--- src/clock_calendar_setter_display_defines.svh ---
// assertion helpers for the clock calendar block
`ifndef CLOCK_CALENDAR_SETTER_DISPLAY_DEFINES_SVH
`define CLOCK_CALENDAR_SETTER_DISPLAY_DEFINES_SVH

// consequent checked in the same cycle
`define CCSD_ASSERT_NOW(label, ante, cons) \
	label: assert property (@(posedge clk) disable iff (!arst_n) (ante) |-> (cons)) \
		else $error("ccsd assertion failed");

// consequent checked in the cycle after the antecedent
`define CCSD_ASSERT_NEXT(label, ante, cons) \
	label: assert property (@(posedge clk) disable iff (!arst_n) (ante) |=> (cons)) \
		else $error("ccsd assertion failed");

`endif

--- src/ccsd_pkg.sv ---
`timescale 1ns / 1ps

package ccsd_pkg;

	typedef struct packed {
		logic [1:0] cmd;
		logic [2:0] field_sel;
		logic [6:0] new_year;
		logic [3:0] new_month;
		logic [4:0] new_day;
		logic [4:0] new_hour;
		logic [5:0] new_minute;
		logic [5:0] new_second;
	} ccsd_in_t;

	typedef struct packed {
		logic [23:0] digits;
		logic [5:0]  dot_mask;
		logic [5:0]  blink_mask;
		logic        write_back;
		logic [6:0]  out_year;
		logic [3:0]  out_month;
		logic [4:0]  out_day;
		logic [4:0]  out_hour;
		logic [5:0]  out_minute;
		logic [5:0]  out_second;
	} ccsd_out_t;

	typedef struct packed {
		logic [6:0] year;
		logic [3:0] month;
		logic [4:0] day;
		logic [4:0] hour;
		logic [5:0] minute;
		logic [5:0] second;
	} ccsd_clock_t;

	localparam logic [1:0] CMD_LOAD    = 2'd0;
	localparam logic [1:0] CMD_COUNT   = 2'd1;
	localparam logic [1:0] CMD_REFRESH = 2'd2;
	localparam logic [1:0] CMD_TAKE_WB = 2'd3;

	localparam logic [2:0] FIELD_YEAR   = 3'd0;
	localparam logic [2:0] FIELD_MONTH  = 3'd1;
	localparam logic [2:0] FIELD_DAY    = 3'd2;
	localparam logic [2:0] FIELD_HOUR   = 3'd3;
	localparam logic [2:0] FIELD_MINUTE = 3'd4;
	localparam logic [2:0] FIELD_SECOND = 3'd5;

	localparam logic [2:0] MODE_DATE       = 3'd0;
	localparam logic [2:0] MODE_TIME       = 3'd1;
	localparam logic [2:0] MODE_SET_YEAR   = 3'd2;
	localparam logic [2:0] MODE_SET_DAY    = 3'd4;
	localparam logic [2:0] MODE_SET_HOUR   = 3'd5;
	localparam logic [2:0] MODE_RESET      = MODE_TIME;

	localparam logic [6:0] YEAR_MAX   = 7'd99;
	localparam logic [3:0] MONTH_MAX  = 4'd12;
	localparam logic [4:0] HOUR_MAX   = 5'd23;
	localparam logic [5:0] MINUTE_MAX = 6'd59;
	localparam logic [5:0] SECOND_MAX = 6'd59;
	localparam logic [5:0] SECOND_LATE = 6'd57;
	localparam logic [3:0] BLANK_DIGIT = 4'hF;
	localparam logic [5:0] TIME_DOTS   = 6'h0A;

	// leap when the year offset is a multiple of four within 2000..2099
	function automatic logic [4:0] month_length(input logic [6:0] yr, input logic [3:0] mon);
		logic [4:0] len;
		len = 5'd31;
		if (mon == 4'd4 || mon == 4'd6 || mon == 4'd9 || mon == 4'd11) begin
			len = 5'd30;
		end else if (mon == 4'd2) begin
			len = (yr[1:0] == 2'b00) ? 5'd29 : 5'd28;
		end
		return len;
	endfunction

	// divide by ten through a reciprocal, exact for every 7-bit input value
	function automatic logic [3:0] tens_of(input logic [6:0] v);
		logic [14:0] prod;
		prod = {8'd0, v} * 15'd205;
		return prod[14:11];
	endfunction

	function automatic logic [7:0] pair_of(input logic [6:0] v);
		logic [3:0] tens;
		logic [6:0] ones;
		tens = tens_of(v);
		ones = v - 7'({3'd0, tens} * 7'd10);
		return {tens, ones[3:0]};
	endfunction

endpackage

--- src/ccsd_step.sv ---
`timescale 1ns / 1ps

module ccsd_step (
	input  ccsd_pkg::ccsd_in_t    item,
	input  ccsd_pkg::ccsd_clock_t cur,
	input  logic                  pending,
	output ccsd_pkg::ccsd_clock_t nxt,
	output logic                  nxt_pending,
	output logic                  write_back
);

	logic [4:0] cur_len;
	logic [3:0] sec_tens;

	assign cur_len  = ccsd_pkg::month_length(cur.year, cur.month);
	assign sec_tens = ccsd_pkg::tens_of({1'b0, cur.second});

	always_comb begin
		nxt         = cur;
		nxt_pending = pending;
		write_back  = 1'b0;
		unique case (item.cmd)
			ccsd_pkg::CMD_LOAD: begin
				nxt.year   = (item.new_year > ccsd_pkg::YEAR_MAX) ? 7'd0 : item.new_year;
				nxt.month  = (item.new_month == 4'd0 || item.new_month > ccsd_pkg::MONTH_MAX)
					? 4'd1 : item.new_month;
				nxt.day    = (item.new_day == 5'd0) ? 5'd1 : item.new_day;
				nxt.hour   = (item.new_hour > ccsd_pkg::HOUR_MAX) ? 5'd0 : item.new_hour;
				nxt.minute = (item.new_minute > ccsd_pkg::MINUTE_MAX) ? 6'd0 : item.new_minute;
				nxt.second = (item.new_second > ccsd_pkg::SECOND_MAX) ? 6'd0 : item.new_second;
			end
			ccsd_pkg::CMD_COUNT: begin
				nxt_pending = 1'b1;
				unique case (item.field_sel)
					ccsd_pkg::FIELD_YEAR: begin
						nxt.year = (cur.year >= ccsd_pkg::YEAR_MAX) ? 7'd0 : cur.year + 7'd1;
					end
					ccsd_pkg::FIELD_MONTH: begin
						nxt.month = (cur.month >= ccsd_pkg::MONTH_MAX) ? 4'd1 : cur.month + 4'd1;
					end
					ccsd_pkg::FIELD_DAY: begin
						nxt.day = (cur.day >= cur_len) ? 5'd1 : cur.day + 5'd1;
					end
					ccsd_pkg::FIELD_HOUR: begin
						nxt.hour = (cur.hour >= ccsd_pkg::HOUR_MAX) ? 5'd0 : cur.hour + 5'd1;
					end
					ccsd_pkg::FIELD_MINUTE: begin
						nxt.minute = (cur.minute >= ccsd_pkg::MINUTE_MAX)
							? 6'd0 : cur.minute + 6'd1;
					end
					ccsd_pkg::FIELD_SECOND: begin
						// next multiple of ten, wrapping at the minute
						nxt.second = (sec_tens >= 4'd5)
							? 6'd0 : 6'(({2'd0, sec_tens} + 6'd1) * 6'd10);
					end
					default: begin
						nxt_pending = pending;
					end
				endcase
			end
			ccsd_pkg::CMD_REFRESH: begin
				nxt_pending = pending;
			end
			ccsd_pkg::CMD_TAKE_WB: begin
				write_back  = pending;
				nxt_pending = 1'b0;
			end
			default: begin
				nxt_pending = pending;
			end
		endcase
	end

endmodule

--- src/ccsd_display.sv ---
`timescale 1ns / 1ps

module ccsd_display (
	input  logic [2:0]            mode,
	input  ccsd_pkg::ccsd_clock_t clk_val,
	output logic [23:0]           digits,
	output logic [5:0]            dot_mask,
	output logic [5:0]            blink_mask
);

	logic [7:0] yr_pair, mon_pair, day_pair, hr_pair, min_pair, sec_pair;
	logic       date_view;
	logic [3:0] shift;

	assign yr_pair  = ccsd_pkg::pair_of(clk_val.year);
	assign mon_pair = ccsd_pkg::pair_of({3'd0, clk_val.month});
	assign day_pair = ccsd_pkg::pair_of({2'd0, clk_val.day});
	assign hr_pair  = ccsd_pkg::pair_of({2'd0, clk_val.hour});
	assign min_pair = ccsd_pkg::pair_of({1'b0, clk_val.minute});
	assign sec_pair = ccsd_pkg::pair_of({1'b0, clk_val.second});

	assign date_view = (mode == ccsd_pkg::MODE_DATE) ||
		(mode >= ccsd_pkg::MODE_SET_YEAR && mode <= ccsd_pkg::MODE_SET_DAY);

	always_comb begin
		digits     = {hr_pair, min_pair, sec_pair};
		dot_mask   = 6'd0;
		blink_mask = 6'd0;
		shift      = 4'd0;
		if (date_view) begin
			digits = {yr_pair, mon_pair, day_pair};
			if (mode != ccsd_pkg::MODE_DATE) begin
				shift      = {mode - ccsd_pkg::MODE_SET_YEAR, 1'b0};
				blink_mask = 6'b000011 << shift;
			end
		end else begin
			if (clk_val.hour < 5'd10) begin
				digits[23:20] = ccsd_pkg::BLANK_DIGIT;
			end
			dot_mask = ccsd_pkg::TIME_DOTS;
			if (mode >= ccsd_pkg::MODE_SET_HOUR) begin
				shift      = {mode - ccsd_pkg::MODE_SET_HOUR, 1'b0};
				blink_mask = 6'b000011 << shift;
			end else begin
				// cascade of blinking digits on round values; seconds also blink from SECOND_LATE
				if (sec_pair[3:0] == 4'd0) begin
					blink_mask[5:4] = 2'b11;
					if (clk_val.second == 6'd0) begin
						blink_mask[3] = 1'b1;
						if (min_pair[3:0] == 4'd0) begin
							blink_mask[2] = 1'b1;
							if (clk_val.minute == 6'd0) begin
								blink_mask[1] = 1'b1;
								if (hr_pair[3:0] == 4'd0) begin
									blink_mask[0] = 1'b1;
								end
							end
						end
					end
				end
				if (clk_val.second >= ccsd_pkg::SECOND_LATE) begin
					blink_mask[5:4] = 2'b11;
				end
			end
		end
	end

endmodule

--- src/clock_calendar_setter_display.sv ---
`timescale 1ns / 1ps
// channel   | signals                      | width
// ----------+------------------------------+-------------------------
// input     | in_valid in_ready in_data    | ccsd_in_t, 38 bits
// output    | out_valid out_ready out_data | ccsd_out_t, 70 bits
// config    | cfg_we cfg_wdata             | display mode, 3 bits
//
// one request per cycle if in_ready is high; result the cycle after it is taken
// the clock state and the result register are both written at that same edge
// in_ready drops only while a result waits and out_ready is low
// arst_n clears the clock to 2000-01-01 00:00:00, mode to time view
`include "clock_calendar_setter_display_defines.svh"

module clock_calendar_setter_display (
	input  logic                clk,
	input  logic                arst_n,
	input  logic                in_valid,
	output logic                in_ready,
	input  ccsd_pkg::ccsd_in_t  in_data,
	output logic                out_valid,
	input  logic                out_ready,
	output ccsd_pkg::ccsd_out_t out_data,
	input  logic                cfg_we,
	input  logic [2:0]          cfg_wdata
);

	ccsd_pkg::ccsd_clock_t clock_q, clock_nxt;
	ccsd_pkg::ccsd_out_t   out_data_q;
	logic                  pending_q, pending_nxt;
	logic                  wb_nxt;
	logic                  out_valid_q;
	logic [2:0]            mode_q;
	logic                  in_accept;
	logic [23:0]           digits_nxt;
	logic [5:0]            dots_nxt, blink_nxt;
	logic                  take_wb_acc, count_acc, month_follows, clock_ok;

	assign in_ready  = !out_valid_q || out_ready;
	assign in_accept = in_valid && in_ready;
	assign out_valid = out_valid_q;
	assign out_data  = out_data_q;

	ccsd_step u_step (
		.item        (in_data),
		.cur         (clock_q),
		.pending     (pending_q),
		.nxt         (clock_nxt),
		.nxt_pending (pending_nxt),
		.write_back  (wb_nxt)
	);

	ccsd_display u_display (
		.mode       (mode_q),
		.clk_val    (clock_nxt),
		.digits     (digits_nxt),
		.dot_mask   (dots_nxt),
		.blink_mask (blink_nxt)
	);

	always_ff @(posedge clk or negedge arst_n) begin
		if (!arst_n) begin
			clock_q.year   <= 7'd0;
			clock_q.month  <= 4'd1;
			clock_q.day    <= 5'd1;
			clock_q.hour   <= 5'd0;
			clock_q.minute <= 6'd0;
			clock_q.second <= 6'd0;
			pending_q      <= 1'b0;
			out_valid_q    <= 1'b0;
			mode_q         <= ccsd_pkg::MODE_RESET;
		end else begin
			if (cfg_we) begin
				mode_q <= cfg_wdata;
			end
			if (in_accept) begin
				clock_q     <= clock_nxt;
				pending_q   <= pending_nxt;
				out_valid_q <= 1'b1;
			end else if (out_ready) begin
				out_valid_q <= 1'b0;
			end
		end
	end

	// result payload, no reset
	always_ff @(posedge clk) begin
		if (in_accept) begin
			out_data_q.digits     <= digits_nxt;
			out_data_q.dot_mask   <= dots_nxt;
			out_data_q.blink_mask <= blink_nxt;
			out_data_q.write_back <= wb_nxt;
			out_data_q.out_year   <= clock_nxt.year;
			out_data_q.out_month  <= clock_nxt.month;
			out_data_q.out_day    <= clock_nxt.day;
			out_data_q.out_hour   <= clock_nxt.hour;
			out_data_q.out_minute <= clock_nxt.minute;
			out_data_q.out_second <= clock_nxt.second;
		end
	end

	assign take_wb_acc   = in_accept && (in_data.cmd == ccsd_pkg::CMD_TAKE_WB);
	assign count_acc     = in_accept && (in_data.cmd == ccsd_pkg::CMD_COUNT) &&
		(in_data.field_sel <= ccsd_pkg::FIELD_SECOND);
	assign month_follows = out_valid_q && (out_data_q.out_month == clock_q.month);
	assign clock_ok      = (clock_q.month >= 4'd1) && (clock_q.month <= ccsd_pkg::MONTH_MAX) &&
		(clock_q.hour <= ccsd_pkg::HOUR_MAX) && (clock_q.day != 5'd0);

	`CCSD_ASSERT_NEXT(a_take_wb_clears, take_wb_acc, !pending_q)
	`CCSD_ASSERT_NEXT(a_count_sets, count_acc, pending_q)
	`CCSD_ASSERT_NEXT(a_result_follows, in_accept, month_follows)
	`CCSD_ASSERT_NOW(a_clock_range, 1'b1, clock_ok)

endmodule
--- config.mk ---
export PLATFORM = sky130hd
export DESIGN_NAME = clock_calendar_setter_display
export DESIGN_NICKNAME = d
export VERILOG_FILES = /design/src/ccsd_pkg.sv /design/src/ccsd_step.sv /design/src/ccsd_display.sv /design/src/clock_calendar_setter_display.sv
export VERILOG_INCLUDE_DIRS = /design/src /design/src/src
export SDC_FILE = /design/constraint.sdc
export NUM_CORES = 1
export LEC_CHECK = 0
export ABC_AREA = 1
export BUFFER_PORTS_ARGS = -buffer_cell sky130_fd_sc_hd__buf_2
export CAP_MARGIN = 20
export CORE_MARGIN = 2
export CORE_UTILIZATION = 55
export DETAILED_ROUTE_END_ITERATION = 12
export GPL_ROUTABILITY_DRIVEN = 0
export PLACE_DENSITY = 0.79
export SLEW_MARGIN = 20
export SYNTH_ARGS = -nofsm -noshare
export SYNTH_HDL_FRONTEND = slang
export SYNTH_HIERARCHICAL = 1
export SYNTH_SLANG_ARGS = --single-unit
--- constraint.sdc ---
create_clock -name clk -period 7.5 [get_ports clk]
set_input_delay 1.5 -clock clk [delete_from_list [all_inputs] [get_ports clk]]
set_output_delay 1.5 -clock clk [all_outputs]
set_load 0.03 [all_outputs]
# After elaboration in Yosys (flattened, before gate mapping)

Index checks and enable logic that the tools add are counted.

Flip-flop bits (word level): 108
Input bits: 46
Output and inout port bits: 72
Logic and storage cells: 143

Add/subtract/negate cells: 14
$mul: 14
Order comparisons: 16
Equal/unequal tests: 13
Shifts and indexed selects: 2
Multiplexer cells: 39
Reductions and logical operators: 25

Operator list:

| cell                                                                 | number |
|---|---|
| 33-bit case mux with 2 select lines                                  | 1 |
| 6-bit two-way mux                                                    | 10 |
| 6-bit by 8-bit multiplier with 14-bit output (second input constant) | 3 |
| 5-bit two-way mux                                                    | 8 |
| 4-bit two-way mux                                                    | 7 |
| 5-bit by 8-bit multiplier with 13-bit output (second input constant) | 2 |
| 4-bit subtractor                                                     | 6 |
| 7-bit two-way mux                                                    | 3 |
| 20-bit two-way mux                                                   | 1 |
| 4-bit zero test                                                      | 4 |
| 7-bit by 8-bit multiplier with 15-bit output (second input constant) | 1 |
| 6-bit greater-or-equal comparator (second input constant)            | 2 |
| 6-bit > comparator (second input constant)                           | 2 |
| 6-bit zero test                                                      | 2 |
| 4-bit by 8-bit multiplier with 12-bit output (second input constant) | 1 |
| 2-bit by 4-bit << shifter with 6-bit output (first input constant)   | 2 |
| 5-bit by 1-bit adder with 5-bit output (second input constant)       | 2 |
| 4-bit by 3-bit == test with 1-bit output (second input constant)     | 2 |
| 4-bit == test (second input constant)                                | 2 |
| 7-bit by 1-bit adder with 7-bit output (second input constant)       | 1 |
| 7-bit greater-or-equal comparator (second input constant)            | 1 |
| 7-bit > comparator (second input constant)                           | 1 |
| 6-bit by 1-bit adder with 6-bit output (second input constant)       | 1 |
| 3-bit by 2-bit == test with 1-bit output (second input constant)     | 2 |
| other kinds (38)                                                     | 56 |

# Logic depth before layout (Yosys ltp)

Gate-level depths: netlist of run 1.

Depth in word-level cells: 21
Depth in mapped cells: 52
Depth with buffers taken out: 52

# Cells and area by module

Netlist of run 1, hierarchy kept.

Modules (own cells, without submodules):

| module                        | instances | cells each | area an instance (um2) | seq. area each (um2) |
|---|---|---|---|---|
| ccsd_display                  | 1         | 617        | 4643.2                 | 0.0 |
| clock_calendar_setter_display | 1         | 234        | 3629.7                 | 3056.7 |
| ccsd_step                     | 1         | 374        | 2344.7                 | 0.0 |

# Least setup slack after synthesis of run 1

OpenSTA, ideal clock, no wires.

Path kind: reg-to-reg
Start point: register clock_q[4] in the netlist's numbering
End point: register out_data_q, in the netlist out_data[39] (data pin)
Library setup time: 0.251 ns
Arrival: 7.437 ns
Data required time: 7.249 ns
Setup slack: -0.188 ns
Cell stages (with the launch flop): 49
Buffers on the path: 1
Period minus slack after synthesis: 7.688 ns
Cells stage by stage: dfrtp_1 inv_1 ha_1 inv_1 fa_1 fa_1 ha_1 nand2_1 nand2_2 o21ai_1 inv_1 nand3_1 nand3_1 nand2_4 inv_1 ha_1 ha_1 ha_1 (+13 left out) nor2_2 nor2_4 nand2_2 nand2_2 nand2_2 inv_1 ha_1 inv_1 fa_1 xor2_1 nand3b_1 nand2_1 nand2_2 nand3_2 nand3_1 nand3_1 o41ai_1 buf_4

RTL lines:

| what                   | line                                | RTL |
|---|---|---|
| start, declared        | clock_calendar_setter_display.sv:27 | `ccsd_pkg::ccsd_clock_t clock_q, clock_nxt;` |
| start signal, assigned | clock_calendar_setter_display.sv:76 | `clock_q <= clock_nxt;` |
| end, declared          | clock_calendar_setter_display.sv:28 | `ccsd_pkg::ccsd_out_t out_data_q;` |

==> results of run 1 <==
kinds of logic (layout without fill, tap and decap cells):
kind of cell | count (synthesis) | count (layout) | share of synthesized area [%]
AO/OA/AOI/OAI | 136 | 136 | 8.41
buffers and inverters | 242 | 408 | 9.30
other | 1 | 8 | 0.0353
adder cells (fa/ha/maj) | 234 | 234 | 29.9
XOR/XNOR | 25 | 25 | 2.06
multiplexers | 2 | 2 | 0.189
AND/OR/NAND/NOR | 477 | 477 | 21.3
flip-flops | 108 | 108 | 28.8
where the power goes:
group / total [mW] / switching [mW] / leakage, nW / internal (mW)
logic: 2.32 / 1.39 / 5.24 / 0.933
clock network: 0.499 / 0.238 / 0.148 / 0.262
registers: 0.839 / 0.0731 / 1.17 / 0.766
placed cells by master (no fill, tap or decap), types with 3 or more instances in the layout:
cell type and instances:
nand2_1 224, inv_1 191, ha_1 179, buf_2 117, nand3_1 100, edfxtp_1 70
buf_4 55, nor2_1 47, o21ai_0 38, dfrtp_1 34, fa_1 30, nand2_2 24
inv_2 22, a21oi_1 22, ha_4 20, o211ai_1 19, xor2_1 18, nand4_1 15
nand2_4 10, nand3_2 10, clkbuf_16 9, o21ai_1 9, o221ai_1 9, nor2_2 8
nor2_4 7, nor3_1 7, or2_2 6, conb_1 6, buf_6 5, nand3b_1 5
a22oi_1 5, a32oi_1 5, a21o_1 4, xnor2_1 4, nor3_2 4, nor3_4 4
dfstp_2 3, o21ai_2 3, fa_2 3
path summary, 6_finish.rpt:
kind / endpoint / slack [ns] / depth (start not counted)
max in group asynchronous: clock_q[1] / 5.55 / 1
worst min-delay path: clock_q[15] / 0.49 / 2
worst min register to register: clock_q[15] / 0.49 / 2
worst max-delay path: out_data[49] / 0.0006 / 44
min in group asynchronous: clock_q[15] / 1.27 / 1
worst max register to register: out_data[49] / 0.0006 / 44
critical path, delay by kind of cell, from the launching register on:
family	cells	cell delay (ns)
AND/OR/NAND/NOR	20	1.92
buffers and inverters	8	0.82
AO/OA/AOI/OAI	2	0.34
adder cells (fa/ha/maj)	11	3.36
flip-flops	1	0.42
XOR/XNOR	3	0.47
sequential cells by signal, indices dropped and copies added (netlist names):
name	count
clock_q	33
mode_q	3
out_data	70
out_valid	1
pending_q	1
what timing repair did:
item                                    in CTS  in global routing
setup buffers                               10                 10
endpoints found under the setup margin       7                  7
resized for setup                           39                 39
pin swaps                                   35                 41
hold buffers                                 0                  0
routing by layer:
metal / vias up / global-route usage, % / wire length [µm]
met1: 4337 / 36.2 / 12000
met3: 56 / 3.22 / 1710
met4: 0 / 8.29 / 741
li1: 4416 / - / -
met2: 381 / 43.9 / 12700
met5: - / 0 / 0
area by class of cell:
type / count / area [µm²]
multi-input cells: 880 / 7020
fillers: 1468 / 6250
flip-flops and latches: 108 / 3060
repair buffers: 177 / 1050
inverters: 215 / 812
well taps: 260 / 325
clock buffers: 9 / 225
clock inverters: 7 / 73.8
diodes: 2 / 5.00
metrics by stage:
stage | utilization [%] | cells | cell area [µm²] | setup WS, ns | setup TNS (ns)
floorplan | - | 1230 | 10600 | 0.00315 | 0
global placement | 62.0 | 1620 | 11700 | 0.0396 | 0
detailed placement | 62.0 | 1620 | 11700 | -0.249 | -1.51
CTS | 65.1 | 1646 | 12300 | -0.0521 | -0.0565
global route | 66.8 | 1658 | 12600 | -0.307 | -2.02
finish | 66.8 | 1658 | 12600 | 0.000616 | 0
==> summary.md, run 1 <==
| Metric | Value |
|---|---|
| Pwr Total | `3.66 mW` |
| Initial DRC count | `902` |
| Crit share post-route | `100%` |
| Die Height | `143 µm` |
| Clock sinks | `108` |
| Post-DP HPWL | `19.3 mm` |
| Mean Syn Cell Area | `8.67 µm²` |
| Post-synthesis register bit count | `108` |
| Worst vdd ir | `0.146 mV` |
| Clock root buffer | `clkbuf_16` |
| Crit-path slowest cell | `fa_1` |
| Synth top area share | `23.7%` |
| Ys flop type | `edfxtp_1` |
| Power per Cell Area | `291 nW/µm²` |
| Worst skew pair latency | `0.37 ns` |
| Max transition margin | `34.1%` |
| RSZ-0062 raised after global routing | `yes` |
| Final hold violation count | `0` |
| GRT overflow | `0` |
| Die X | `143 µm` |
| Largest net degree at the start of global routing | `48` |
| Drt wl/cell | `16.4 µm` |
| Initial antenna violation count | `2` |
| CP Launch Type | `register` |
| Highest net fanout along the worst path | `3` |
| Skew final | `0.00944 ns` |
| CTS clk-pin slew, worst paths | `0.08 ns` |
| CTS tree | `done` |
| FMAX | `0.133 GHz` |
| Residual DRC | `0` |
| Syn. warnings | `6` |
| Cell area after synthesis | `10600 µm²` |
| Pre-antenna DRT Iters | `5` |
| Site Rows | `50` |
| Final setup violation count | `0` |
| Worst-Margin Slew | `0.988 ns` |
| Via count | `9190` |
| Register area share after synthesis | `28.8%` |
| Number of global-route vias before repair | `8856` |
| Port Buffers | `117` |
| Top cells by area, synth | `ha_1 24%, edfxtp_1 20%, dfrtp_1 8.2%` |
| Die area | `20400 µm²` |
| Setup crit start | `clock_q[5]` |
| Global-route wire length before repair | `42.7 mm` |
| Worst r2r src | `clock_q[5]` |
| Nets | `1671` |
| Crit Path Class | `register to register` |
| CTS Buf Count | `9` |
| Vias per cell | `5.54` |
| Post-DRT Antenna Nets | `0` |
| Hold WC Path Type | `register to register` |
| Worst EP required | `7.70 ns` |
| Number of distinct library cells after synthesis | `61` |
| Synth top cells by count | `233 x nand2_1, 203 x inv_1, 201 x ha_1, 103 x nand3_1, 70 x edfxtp_1` |
| Drt total wl | `27.1 mm` |
| Slew Limit Fails | `0` |
| Overall routing resource usage | `26.4%` |
| Setup crit end kind | `register` |
| Clock Path Buffers | `2` |
| Hold Startpoint | `clock_q[15]` |
| Yosys top cell by area | `ha_1` |
| Leak | `6.56 nW` |
| Critical path arrival | `7.70 ns` |
| Number of synthesized flops with an enable pin | `70` |
| Top Ports | `118` |
| H-tree depth | `3` |
| WHS | `0.487 ns` |
| Max Cap Viol | `0` |
| Asr flop ratio synth | `35.2%` |
| Core Box Area | `18800 µm²` |
| Most frequent CP cell | `ha_4` |
| Layout cells sized above 1 | `24.1%` |
| Most numerous cell in the Yosys netlist | `nand2_1` |
| Layout area overhead | `18.5%` |
| Initial Util | `56.4%` |
| Syn Inst Count | `1225` |
| Status | `complete, no violations` |
| Period minus WS final | `7.50 ns` |
| Max stage delay on crit path | `0.49 ns` |
(Power assumes the default switching activity.)
==> run 2: changes to the inputs <==
--- a/config.mk
+++ b/config.mk
@@ -6,13 +6,14 @@
 export SDC_FILE = /design/constraint.sdc
 export NUM_CORES = 1
 export LEC_CHECK = 0
-export ABC_AREA = 1
 export BUFFER_PORTS_ARGS = -buffer_cell sky130_fd_sc_hd__buf_2
 export CAP_MARGIN = 20
 export CORE_MARGIN = 2
 export CORE_UTILIZATION = 55
 export DETAILED_ROUTE_END_ITERATION = 12
 export GPL_ROUTABILITY_DRIVEN = 0
+export GPL_TIMING_DRIVEN = 0
+export HOLD_SLACK_MARGIN = 0.15
 export PLACE_DENSITY = 0.79
 export SLEW_MARGIN = 20
 export SYNTH_ARGS = -nofsm -noshare
==> summary.md, run 2 <==
| Metric | Value |
|---|---|
| GRT overflow | `0 (unchanged)` |
| Most frequent CP cell | `ha_4 (unchanged)` |
| Inst Count DP | `1325 (was 1620)` |
| Core Box Area | `18100 µm² (was 18800 µm²)` |
| Clock Path Buffers | `2 (unchanged)` |
| Residual DRC | `0 (unchanged)` |
| Number of synthesized flops with an enable pin | `70 (unchanged)` |
| Crit-path slowest cell | `fa_1 (unchanged)` |
| Die area | `19700 µm² (was 20400 µm²)` |
| Initial antenna violation count | `0 (was 2)` |
| Crit Path Class | `register to register (unchanged)` |
| Max Cap Viol | `0 (unchanged)` |
| Worst EP required | `7.70 ns (about the same)` |
| Hold WC Path Type | `register to register (unchanged)` |
| Vias per cell | `5.92 (was 5.54)` |
| Site Rows | `49 (was 50)` |
| Hold buffers post-CTS | `0 (unchanged)` |
| Most numerous cell in the Yosys netlist | `ha_1 (was nand2_1)` |
| Nets | `1435 (was 1671)` |
| CP bufs+invs | `7 (was 8)` |
| Die Height | `140 µm (was 143 µm)` |
| Post-synthesis register bit count | `108 (unchanged)` |
| Crit share post-route | `115% (was 100%)` |
| Ys flop type | `edfxtp_1 (unchanged)` |
| Top Ports | `118 (unchanged)` |
| Failing checks | `negative setup slack` |
| Post-DP HPWL | `18.7 mm (was 19.3 mm)` |
| Slew Limit Fails | `0 (unchanged)` |
| Cell area after synthesis | `10200 µm² (was 10600 µm²)` |
| Post-DRT Antenna Nets | `0 (unchanged)` |
| Initial DRC count | `555 (was 902)` |
| Largest net degree at the start of global routing | `44 (was 48)` |
| Crit path max-delay family | `adder cells (unchanged)` |
| Worst-Margin Slew | `1.05 ns (was 0.988 ns)` |
| Synth top cells by count | `201 x ha_1, 126 x inv_1, 70 x edfxtp_1, 59 x nand2_1, 51 x a21oi_1 (was 233 x nand2_1, 203 x inv_1, 201 x ha_1, 103 x nand3_1, 70 x edfxtp_1)` |
| Stages on the worst setup path | `36 (was 44)` |
| Pre-antenna DRT Iters | `5 (unchanged)` |
| Max transition margin | `29.7% (was 34.1%)` |
| Overall routing resource usage | `26.4% (about the same)` |
| Critical path arrival | `8.79 ns (was 7.70 ns)` |
| Worst skew pair latency | `0.36 ns (was 0.37 ns)` |
| Most common cell after layout, fill and taps aside | `ha_1 (was nand2_1)` |
| Skew final | `0.00998 ns (was 0.00944 ns)` |
| CP Launch Type | `register (unchanged)` |
| Clock root buffer | `clkbuf_16 (unchanged)` |
| Leading cell types in the layout, fill and taps excluded | `175 x ha_1, 115 x buf_2, 112 x inv_1 (was 224 x nand2_1, 191 x inv_1, 179 x ha_1)` |
| Syn. warnings | `6 (unchanged)` |
| Status | `finished with violations (was complete, no violations)` |
| WHS | `0.552 ns (was 0.487 ns)` |
| Max stage delay on crit path | `0.55 ns (was 0.49 ns)` |
| Port Buffers | `115 (was 117)` |
| Die X | `140 µm (was 143 µm)` |
| Drt wl/cell | `19.4 µm (was 16.4 µm)` |
| CTS clk-pin slew, worst paths | `0.08 ns (about the same)` |
| Antenna cells | `0 (was 2)` |
| Syn Inst Count | `974 (was 1225)` |
| Drt total wl | `27.0 mm (was 27.1 mm)` |
| Setup crit end kind | `register (unchanged)` |
| Asr flop ratio synth | `35.2% (unchanged)` |
| Clock sinks | `108 (unchanged)` |
| Max FFs per register | `70 (unchanged)` |
| CTS Buf Count | `9 (unchanged)` |
| Layout cells sized above 1 | `31.0% (was 24.1%)` |
| FMAX | `0.116 GHz (was 0.133 GHz)` |
| Final hold violation count | `0 (unchanged)` |
| Setup WS post-layout | `-1.09 ns (was 0.000616 ns)` |
| Highest net fanout along the worst path | `5 (was 3)` |
| CTS tree | `done (unchanged)` |
| R2r worst-path depth | `36 (was 44)` |
| Final setup violation count | `8 (was 0)` |
| Period minus WS final | `8.59 ns (was 7.50 ns)` |
| Number of global-route vias before repair | `8082 (was 8856)` |
| Top cells by area, synth | `ha_1 25%, edfxtp_1 21%, dfrtp_1 8.6% (was ha_1 24%, edfxtp_1 20%, dfrtp_1 8.2%)` |
| Layout Cells excl Fill | `1389 (was 1658)` |
| Hold depth | `1 (was 2)` |
| RSZ-0062 raised after global routing | `yes (unchanged)` |
| Number of distinct library cells after synthesis | `74 (was 61)` |
| Initial Util | `56.4% (about the same)` |
| Synth top area share | `24.6% (was 23.7%)` |
| Global-route wire length before repair | `41.5 mm (was 42.7 mm)` |
| Yosys top cell by area | `ha_1 (unchanged)` |
| Via count | `8229 (was 9190)` |
| Register area share after synthesis | `29.8% (was 28.8%)` |
| Mean Syn Cell Area | `10.5 µm² (was 8.67 µm²)` |
| Layout area overhead | `23.2% (was 18.5%)` |
| H-tree depth | `3 (unchanged)` |
## run 2: cell count changes after synthesis, moves of 10 or more
cell / delta
nor2_1: -25
nand2_2: -21
a22oi_1: +11
clkbuf_1: +10
mux2_4: +29
inv_1: -77
a21o_1: +11
nand2_1: -174
nand3_1: -94
inv_2: -11
a21oi_1: +29
o211ai_1: -15
nand2b_1: +10
xnor2_1: +26
## run 2: what timing repair did
action,CTS,global route
setup endpoints to repair,10,10
pin swaps,24,46
gates resized for setup,32,57
cloned,0,0
setup buffers,30,19
## run 2: path summary, 6_finish.rpt
| check | from | to | slack (ns) |
|---|---|---|---|
| hold / removal | clock_q[11] | clock_q[11] | 0.55 |
| hold reg to reg | clock_q[11] | clock_q[11] | 0.55 |
| max in group asynchronous | arst_n | clock_q[4] | 5.52 |
| setup / recovery | clock_q[4] | out_data[34] | -1.09 |
| min in group asynchronous | arst_n | out_valid | 1.29 |
| setup reg to reg | clock_q[4] | out_data[34] | -1.09 |
## run 2: cell type report
type / instances / area, µm²
flip-flops and latches: 108 / 3060
fillers: 1291 / 5530
plain buffers: 24 / 141
clock buffers: 9 / 225
multi-input cells: 720 / 7320
inverters: 126 / 478
well taps: 229 / 287
clock inverters: 7 / 105
repair buffers: 166 / 997
## run 2: through the flow
stage	setup TNS [ns]	worst slack, ns	util (%)	instance area, µm²
2_1_floorplan	-2.06	-0.505	-	10500
3_3_place_gp	-8.75	-1.25	62.8	11400
3_5_place_dp	-10.39	-1.48	63.1	11500
4_1_cts	-4.60	-0.815	67.0	12200
5_1_grt	-8.79	-1.35	69.5	12600
6_report	-6.78	-1.09	69.5	12600
## run 2: cell families after synthesis
group                      after synthesis  synth area share (%)
DFF                                    108                  29.8
xor gates and xnor gates                51                  4.43
AOI/OAI and AO/OA                      202                  13.5
buffers and inverters                  151                  6.05
and+or+nand+nor                        181                  9.16
other                                    1                0.0366
adders and majority gates              234                  31.0
muxes                                   46                  6.02
## run 2: metal layers
| metal | track usage [%] | wire length, µm |
|---|---|---|
| met1 | 34.3 | 11500 |
| met2 | 45.9 | 13400 |
| met3 | 3.25 | 1280 |
| met4 | 9.21 | 784 |
| met5 | 0 | 0 |
Power of run 2 is not shown: default switching activity piles up to over one toggle a cycle in this logic, so the estimate is an artifact.
